File: src/rtl/rfrc_pkg.sv
// types and codes for the relay frame receive control block
package rfrc_pkg;

  localparam int CHAN_W   = 3;
  localparam int SEQ_W    = 16;
  localparam int LEN_W    = 12;
  localparam int STA_W    = 4;
  localparam int OFF_W    = 13;
  localparam int CFG_W    = 13;
  localparam int CFG_IDX_W = 1;
  localparam logic [OFF_W-1:0] BUF_MAX = 13'd4096;

  // configuration register indexes
  localparam logic [CFG_IDX_W-1:0] CFG_OWN_STATION      = 1'd0;
  localparam logic [CFG_IDX_W-1:0] CFG_REASSEMBLY_LIMIT = 1'd1;

  typedef enum logic [2:0] {
    ACT_DUP_DROP     = 3'd0,
    ACT_FOREIGN_DROP = 3'd1,
    ACT_RELAY        = 3'd2,
    ACT_STORE_FRAG   = 3'd3,
    ACT_DELIVER_REASM = 3'd4,
    ACT_DELIVER_OVFL = 3'd5,
    ACT_DELIVER_SINGLE = 3'd6
  } action_t;

  localparam logic [1:0] DIR_NONE = 2'd0;
  localparam logic [1:0] DIR_UP   = 2'd1;
  localparam logic [1:0] DIR_DOWN = 2'd2;

  typedef struct packed {
    logic [CHAN_W-1:0] channel;
    logic [SEQ_W-1:0]  sequence_req;
    logic              relay_flag;
    logic              fragment_flag;
    logic              last_flag;
    logic [LEN_W-1:0]  payload_length;
    logic              target_found;
    logic [STA_W-1:0]  target_station;
  } hdr_t;

  // first member lands in the top bits, so action sits at bit 0
  typedef struct packed {
    logic             lost_partial;
    logic [OFF_W-1:0] deliver_length;
    logic [OFF_W-1:0] write_offset;
    logic             relay_flag_out;
    logic [1:0]       relay_direction;
    action_t          action;
  } result_t;

  typedef struct packed {
    logic [SEQ_W-1:0] last_sequence;
    logic             assembling;
    logic [OFF_W-1:0] fill_offset;
  } chan_state_t;

endpackage

File: src/rtl/rfrc_chan_state.sv
// per-channel sequence and reassembly state, one read and one write port
module rfrc_chan_state #(
  parameter int CHANNELS = 8
) (
  input  logic                     clk,
  input  logic                     rst,
  input  logic [rfrc_pkg::CHAN_W-1:0] channel,
  input  logic                     we,
  input  rfrc_pkg::chan_state_t    wr_state,
  output rfrc_pkg::chan_state_t    rd_state
);
  import rfrc_pkg::*;

  // the channel field only reaches 2**CHAN_W entries
  localparam int DEPTH = (CHANNELS < (1 << CHAN_W)) ? CHANNELS : (1 << CHAN_W);
  localparam int IDX_W = (DEPTH > 1) ? $clog2(DEPTH) : 1;

  chan_state_t state [DEPTH];
  logic [IDX_W-1:0] idx;

  assign idx      = IDX_W'(channel);
  assign rd_state = state[idx];

  always_ff @(posedge clk) begin
    if (rst) begin
      for (int i = 0; i < DEPTH; i++) begin
        state[i] <= '0;
      end
    end else if (we) begin
      state[idx] <= wr_state;
    end
  end

endmodule

File: src/rtl/rfrc_decide.sv
// action decision and next channel state for one frame header
module rfrc_decide #(
  parameter int CHANNELS = 8,
  parameter int STATIONS = 16
) (
  input  rfrc_pkg::hdr_t                 hdr,
  input  rfrc_pkg::chan_state_t          st,
  input  logic [rfrc_pkg::STA_W-1:0]     own_station,
  input  logic [rfrc_pkg::CFG_W-1:0]     reassembly_limit,
  output rfrc_pkg::result_t              res,
  output rfrc_pkg::chan_state_t          st_next,
  output logic                           st_we
);
  import rfrc_pkg::*;

  logic             chan_ok;
  logic             is_new;
  logic             tgt_ok;
  logic [OFF_W-1:0] limit;
  logic [OFF_W-1:0] fill_eff;
  logic [OFF_W:0]   sum;
  logic             overflow;
  logic [STA_W:0]   tgt_inc;
  logic [STA_W:0]   own_inc;

  assign chan_ok  = int'(hdr.channel) < CHANNELS;
  assign is_new   = chan_ok && (st.last_sequence != hdr.sequence_req);
  assign tgt_ok   = hdr.target_found && (int'(hdr.target_station) < STATIONS);
  assign limit    = (reassembly_limit > BUF_MAX) ? BUF_MAX : reassembly_limit;
  // a channel not assembling starts from offset zero
  assign fill_eff = st.assembling ? st.fill_offset : '0;
  assign sum      = {1'b0, fill_eff} + (OFF_W + 1)'(hdr.payload_length);
  assign overflow = sum > {1'b0, limit};
  assign tgt_inc  = {1'b0, hdr.target_station} + 1'b1;
  assign own_inc  = {1'b0, own_station} + 1'b1;

  assign st_we = is_new;

  always_comb begin
    res     = '0;
    res.action = ACT_DUP_DROP;
    st_next = st;
    st_next.last_sequence = hdr.sequence_req;
    if (is_new) begin
      if (hdr.relay_flag) begin
        if (!tgt_ok) begin
          res.action = ACT_FOREIGN_DROP;
        end else begin
          res.action = ACT_RELAY;
          res.relay_flag_out = !((tgt_inc == {1'b0, own_station}) ||
                                 ({1'b0, hdr.target_station} == own_inc));
          if (hdr.target_station > own_station) begin
            res.relay_direction = DIR_UP;
          end else if (hdr.target_station < own_station) begin
            res.relay_direction = DIR_DOWN;
          end else begin
            res.relay_direction = DIR_NONE;
          end
        end
      end else if (hdr.fragment_flag) begin
        if (overflow) begin
          res.action         = ACT_DELIVER_OVFL;
          res.deliver_length = limit;
          st_next.assembling  = 1'b0;
          st_next.fill_offset = '0;
        end else if (hdr.last_flag) begin
          res.action         = ACT_DELIVER_REASM;
          res.write_offset   = fill_eff;
          res.deliver_length = sum[OFF_W-1:0];
          st_next.assembling  = 1'b0;
          st_next.fill_offset = '0;
        end else begin
          res.action         = ACT_STORE_FRAG;
          res.write_offset   = fill_eff;
          st_next.assembling  = 1'b1;
          st_next.fill_offset = sum[OFF_W-1:0];
        end
      end else begin
        res.action          = ACT_DELIVER_SINGLE;
        res.deliver_length  = OFF_W'(hdr.payload_length);
        res.lost_partial    = st.assembling;
        st_next.assembling  = 1'b0;
        st_next.fill_offset = '0;
      end
    end
  end

endmodule

File: src/rtl/relay_frame_receive_control.sv
// top level of the relay frame receive control block
//
// takes one received relay frame header per request on the s_ side and
// gives exactly one action request per header on the m_ side
// s_tdata holds channel, sequence, payload length, target found and target
// station; s_tuser holds the relay and fragment flags; s_tlast is the
// last-fragment flag
// one header register feeds the decision logic, whose result and the
// updated channel state are written at the same edge into the output
// register and the per-channel state flops
// each header goes through the header register, then the output register
// throughput: one header per cycle while the m_ side is not stalled, as
// the per-channel state flops are read and rewritten with each result
// a stalled m_ side holds its result; the header register still takes one
// more request, then s_tready drops until the output is taken
// reset clears all channel state (sequence, assembling, offset) at once,
// sets own_station to 0 and reassembly_limit to 4096, and empties both
// registers; the user writes configuration via cfg_we/cfg_addr/cfg_data
// only while the block is idle; the block itself does not enforce this
module relay_frame_receive_control #(
  parameter int CHANNELS = 8,
  parameter int STATIONS = 16
) (
  input  logic        clk,
  input  logic        rst,
  // configuration write port
  input  logic        cfg_we,
  input  logic [rfrc_pkg::CFG_IDX_W-1:0] cfg_addr,
  input  logic [rfrc_pkg::CFG_W-1:0]     cfg_data,
  // header requests
  input  logic        s_tvalid,
  output logic        s_tready,
  // channel, sequence_req, payload_length, target_found, target_station
  input  logic [39:0] s_tdata,
  // relay_flag, fragment_flag
  input  logic [1:0]  s_tuser,
  input  logic        s_tlast,
  // action requests
  output logic        m_tvalid,
  input  logic        m_tready,
  // action, relay_direction, relay_flag_out, write_offset, deliver_length,
  // lost_partial
  output logic [39:0] m_tdata
);
  import rfrc_pkg::*;

  logic [STA_W-1:0] own_station;
  logic [CFG_W-1:0] reassembly_limit;

  hdr_t        hdr_in;
  hdr_t        hdr_q;
  logic        hdr_valid;
  logic        advance;
  logic        s_take;
  result_t     res;
  result_t     res_q;
  chan_state_t st_rd;
  chan_state_t st_next;
  logic        st_we;

  // unpack the stream request into header fields
  always_comb begin
    hdr_in.channel        = s_tdata[2:0];
    hdr_in.sequence_req   = s_tdata[18:3];
    hdr_in.payload_length = s_tdata[30:19];
    hdr_in.target_found   = s_tdata[31];
    hdr_in.target_station = s_tdata[35:32];
    hdr_in.relay_flag     = s_tuser[0];
    hdr_in.fragment_flag  = s_tuser[1];
    hdr_in.last_flag      = s_tlast;
  end

  // output register frees up when empty or taken this cycle
  assign advance  = !m_tvalid || m_tready;
  assign s_tready = !hdr_valid || advance;
  assign s_take   = s_tvalid && s_tready;

  // configuration registers
  always_ff @(posedge clk) begin
    if (rst) begin
      own_station      <= '0;
      reassembly_limit <= BUF_MAX;
    end else if (cfg_we) begin
      if (cfg_addr == CFG_OWN_STATION) begin
        own_station <= cfg_data[STA_W-1:0];
      end else if (cfg_addr == CFG_REASSEMBLY_LIMIT) begin
        reassembly_limit <= cfg_data;
      end
    end
  end

  // header register
  always_ff @(posedge clk) begin
    if (rst) begin
      hdr_valid <= 1'b0;
    end else if (s_take) begin
      hdr_valid <= 1'b1;
    end else if (advance) begin
      hdr_valid <= 1'b0;
    end
  end

  always_ff @(posedge clk) begin
    if (s_take) begin
      hdr_q <= hdr_in;
    end
  end

  rfrc_chan_state #(
    .CHANNELS(CHANNELS)
  ) u_state (
    .clk      (clk),
    .rst      (rst),
    .channel  (hdr_q.channel),
    .we       (hdr_valid && advance && st_we),
    .wr_state (st_next),
    .rd_state (st_rd)
  );

  rfrc_decide #(
    .CHANNELS(CHANNELS),
    .STATIONS(STATIONS)
  ) u_decide (
    .hdr              (hdr_q),
    .st               (st_rd),
    .own_station      (own_station),
    .reassembly_limit (reassembly_limit),
    .res              (res),
    .st_next          (st_next),
    .st_we            (st_we)
  );

  // result register
  always_ff @(posedge clk) begin
    if (rst) begin
      m_tvalid <= 1'b0;
    end else if (advance) begin
      m_tvalid <= hdr_valid;
    end
  end

  always_ff @(posedge clk) begin
    if (advance && hdr_valid) begin
      res_q <= res;
    end
  end

  assign m_tdata = {7'b0, res_q};

endmodule

File: config.mk
export PLATFORM = sky130hd
export DESIGN_NAME = relay_frame_receive_control
export DESIGN_NICKNAME = d
export VERILOG_FILES = /design/src/rtl/rfrc_pkg.sv /design/src/rtl/rfrc_chan_state.sv /design/src/rtl/rfrc_decide.sv /design/src/rtl/relay_frame_receive_control.sv
export SDC_FILE = /design/constraint.sdc
export NUM_CORES = 1
export LEC_CHECK = 0
export BUFFER_PORTS_ARGS = -buffer_cell sky130_fd_sc_hd__buf_2
export CORE_MARGIN = 5
export CORE_UTILIZATION = 50
export CTS_CLUSTER_SIZE = 14
export DETAILED_ROUTE_END_ITERATION = 6
export PLACE_DENSITY = 0.71
export SLEW_MARGIN = 10
export SYNTH_ARGS = -nofsm -noshare
export SYNTH_HDL_FRONTEND = slang
export SYNTH_SLANG_ARGS = --single-unit
File: constraint.sdc
create_clock -name clk -period 6 [get_ports clk]
set_clock_uncertainty 0.1 [all_clocks]
set_input_delay 1.5 -clock clk [delete_from_list [all_inputs] [get_ports clk]]
set_output_delay 1.5 -clock clk [all_outputs]
set_load 0.005 [all_outputs]
==> out/qor.csv <==
metric,value,unit
powerDensity,312,nW/um^2
p_seq_frac,0.488,
ys_seq_area_frac,0.634,
grt_max_degree,34,
vias,9777,
min_from,reassembly_limit[5],
worstMarginPinSlew,0.947,ns
row_count,64,
post-route-util,0.577,
routed_wl,35800,um
irDropWorstVdd,0.190,mV
cts-root-buf,clkbuf_16,
viasPerCell,5.71,
hold_viol,0,
yosysUniqueCellTypes,62,
cp-start-kind,flop,
finalCritPeriodShare,0.947,
finalSetupViolCount,0,
power_frac_clock,0.384,
cp-end-kind,flop,
setup_ws,0.315,ns
p_switching,1.34,mW
antenna_found_initial,1,
syn_avg_cell_area,13.2,um^2
dr.pass1.iters,5,
grt_util_met3,0.0356,
cap_viol_max_count,0,
start_util,0.506,
nets,1385,
dieArea,34600,um^2
worstPathRequired,6.21,ns
r2r_end,m_tdata[30],
holdPathStages,2,
htree_levels,2,
rrSetupSlack,0.32,ns
final_area,17600,um^2
ys_seq_elements,334,
diodes,0,
regArea,9820,um^2
syn_inst,1168,
fill_cells,2441,
synthesis.area,15500,um^2
clkLatencyLatePin,0.51,ns
cts_tree,built,
chipHeight,186,um
slew_violations,0,
dp_hpwl,23500,um
switching_share,0.243,
port_buffers,92,
combPwrFrac,0.127,
postRouteAntennaNets,0,
instances_no_fill,1713,
place_ws,0.109,ns
multiInputGateArea,5180,um^2
routedWlPerCell,20.9,um
num_io_pins,104,
cts_buffers,35,
post-route-drc-count,0,
core_area,30600,um^2
dieWidth,186,um
use_met2,0.350,
clockBufferDepth,3,
grt_pass1_wl,55400,um
synth-edff-count,312,
grt_remaining_overflow,0,
place_congestion,0.879,
p_leak,6.68,nW
min_to,reassembly_limit[5],
place_area,16500,um^2
fin_hold_ws,0.367,ns
crit_type,reg -> reg,
ys_async_sr_fraction,0,
path_clk_slew,0.06,ns
period_needed,5.68,ns
areaGrowthSynthToFinish,14.1,%
track_usage,0.209,
place_inst,1647,
drtIter0Drc,968,
path_max_fanout,10,
cts_sinks,334,
min_path_type,reg -> reg,
synthFlopType,edfxtp_1,
reg2regPathDepth,19,
grt-busiest-layer,met2,
timing.fmax,176,MHz
arrival,5.89,ns
grtUsageMet1,0.289,
slew_headroom,0.367,
power.internal,4.18,mW
grt_pass1_vias,9788,
drive_gt1_frac,0.226,
status,"finished, final reports clean",
ys.warnings.count,0,
registers in the layout (all words and copies together), names as in the netlist, named ones only:
name,count
u_state.state,240
hdr_q,39
m_tdata,33
reassembly_limit,13
own_station,4
hdr_valid,1
m_tvalid,1
synth_stat cells (3+ instances only):
cell / n / area (um^2)
nand2_1: 56 / 210
nand3_1: 24 / 120
a22oi_1: 20 / 150
and3_1: 8 / 50.1
xor2_1: 4 / 35.0
nor2b_1: 13 / 81.3
dfxtp_1: 22 / 440
buf_2: 31 / 155
nor3_1: 15 / 75.1
mux2_2: 9 / 101
mux2i_1: 57 / 571
mux2_4: 7 / 105
buf_4: 8 / 60.1
xnor2_1: 20 / 175
buf_6: 5 / 56.3
edfxtp_1: 312 / 9370
o21bai_1: 4 / 30.0
ha_1: 31 / 388
clkbuf_1: 20 / 75.1
mux4_2: 44 / 991
nor2_2: 23 / 144
o2111ai_1: 3 / 26.3
o21ai_0: 15 / 75.1
a21o_1: 5 / 37.5
and2_1: 6 / 37.5
a21oi_1: 40 / 200
inv_1: 22 / 82.6
nand4_1: 3 / 18.8
clkinv_1: 8 / 30.0
o211ai_1: 3 / 22.5
a211oi_1: 10 / 75.1
nor2_1: 266 / 998
nand3b_1: 6 / 45.0
nand2b_1: 12 / 75.1
cell type report:
cell class / instances / area share
Clock buffer: 48 / 0.0559
Clock inverter: 15 / 0.00780
Inverter: 31 / 0.00659
Multi-Input combinational cell: 740 / 0.294
Sequential cell: 334 / 0.556
Tap cell: 396 / 0.0281
Timing Repair Buffer: 149 / 0.0519
kinds of logic after synthesis:
logic type / after synthesis / share of synthesized area
buffers and inverters: 100 / 0.0336
AND/OR/NAND/NOR: 443 / 0.127
XOR/XNOR: 24 / 0.0136
AO/OA/AOI/OAI: 117 / 0.0513
flip-flops: 334 / 0.634
adder cells (fa/ha/maj): 32 / 0.0264
multiplexers: 117 / 0.114
other: 1 / 0.000242
layer usage:
layer,wire [um],part of all wire,vias up
li1,-,-,4505
met1,14700,0.41,4866
met2,17700,0.49,343
met3,2610,0.073,61
met4,779,0.022,2
met5,11,0.00031,-
critical path, cell delays in order, from the launching register on:
cell and delay (ns):
dfxtp_4 0.47, mux4_2 0.55, mux2i_1 0.23, nor2_1 0.09
ha_1 0.24, fa_1 0.53, a211oi_1 0.36, o21bai_1 0.14
a21oi_1 0.20, o21bai_1 0.09, a211o_1 0.31, nor2b_1 0.16
ha_1 0.31, nand2_1 0.07, o311ai_1 0.45, a221oi_4 0.15
buf_4 0.20, nor2_1 0.38, a22oi_1 0.15, a211oi_1 0.31
worst max-delay path by stage:
stage | from | to | slack [ns]
2_1_floorplan | flop | u_state.state[0][12] | 0.26
3_3_place_gp | flop | u_state.state[0][12] | 0.21
3_5_place_dp | flop | m_tdata[20] | 0.11
4_1_cts | flop | m_tdata[30] | 0.03
5_1_grt | flop | u_state.state[0][5] | -0.008
6_report | flop | m_tdata[30] | 0.32
power by group through the flow:
stage | clock [mW] | combinational (mW) | sequential (mW)
after CTS | 2.15 | 0.690 | 2.69
after global routing | 2.25 | 0.764 | 2.70
after detailed placement | 0 | 0.685 | 2.74
final | 2.12 | 0.702 | 2.69
after floorplan | 0 | 0.489 | 2.73
after global placement | 0 | 0.674 | 2.74
cells in the final DEF (no fill, tap or decap), types with 3 or more instances in the layout:
cell type	count
a211oi_1	10
a21o_1	5
a21oi_1	39
a22oi_1	20
and2_1	5
and3_1	8
buf_2	92
buf_4	53
clkbuf_1	9
clkbuf_16	37
clkinv_1	13
clkinv_2	4
clkinv_4	4
conb_1	7
dfxtp_1	19
edfxtp_1	312
ha_1	31
inv_1	21
mux2_2	9
mux2_4	7
mux2i_1	54
mux2i_2	3
mux4_2	44
nand2_1	56
nand2b_1	12
nand3_1	24
nand3b_1	6
nand4_1	3
nor2_1	266
nor2_2	23
nor2b_1	13
nor3_1	15
o2111ai_1	3
o211ai_1	3
o21ai_0	15
o21bai_1	4
xnor2_1	20
xor2_1	4
stage by stage:
stage          TNS (ns)  total power, mW
2_1_floorplan         0             3.21
3_3_place_gp          0             3.41
3_5_place_dp          0             3.43
4_1_cts               0             5.53
5_1_grt        -0.00808             5.72
6_report              0             5.52
repair_timing:
| item | in CTS | in global routing |
|---|---|---|
| gates resized for setup | 0 | 12 |
| hold endpoints to repair | 0 | 0 |
| buffers inserted | 0 | 3 |
| hold buffers | 0 | 0 |
| endpoints found under the setup margin | 0 | 130 |
(Power assumes the default switching activity.)
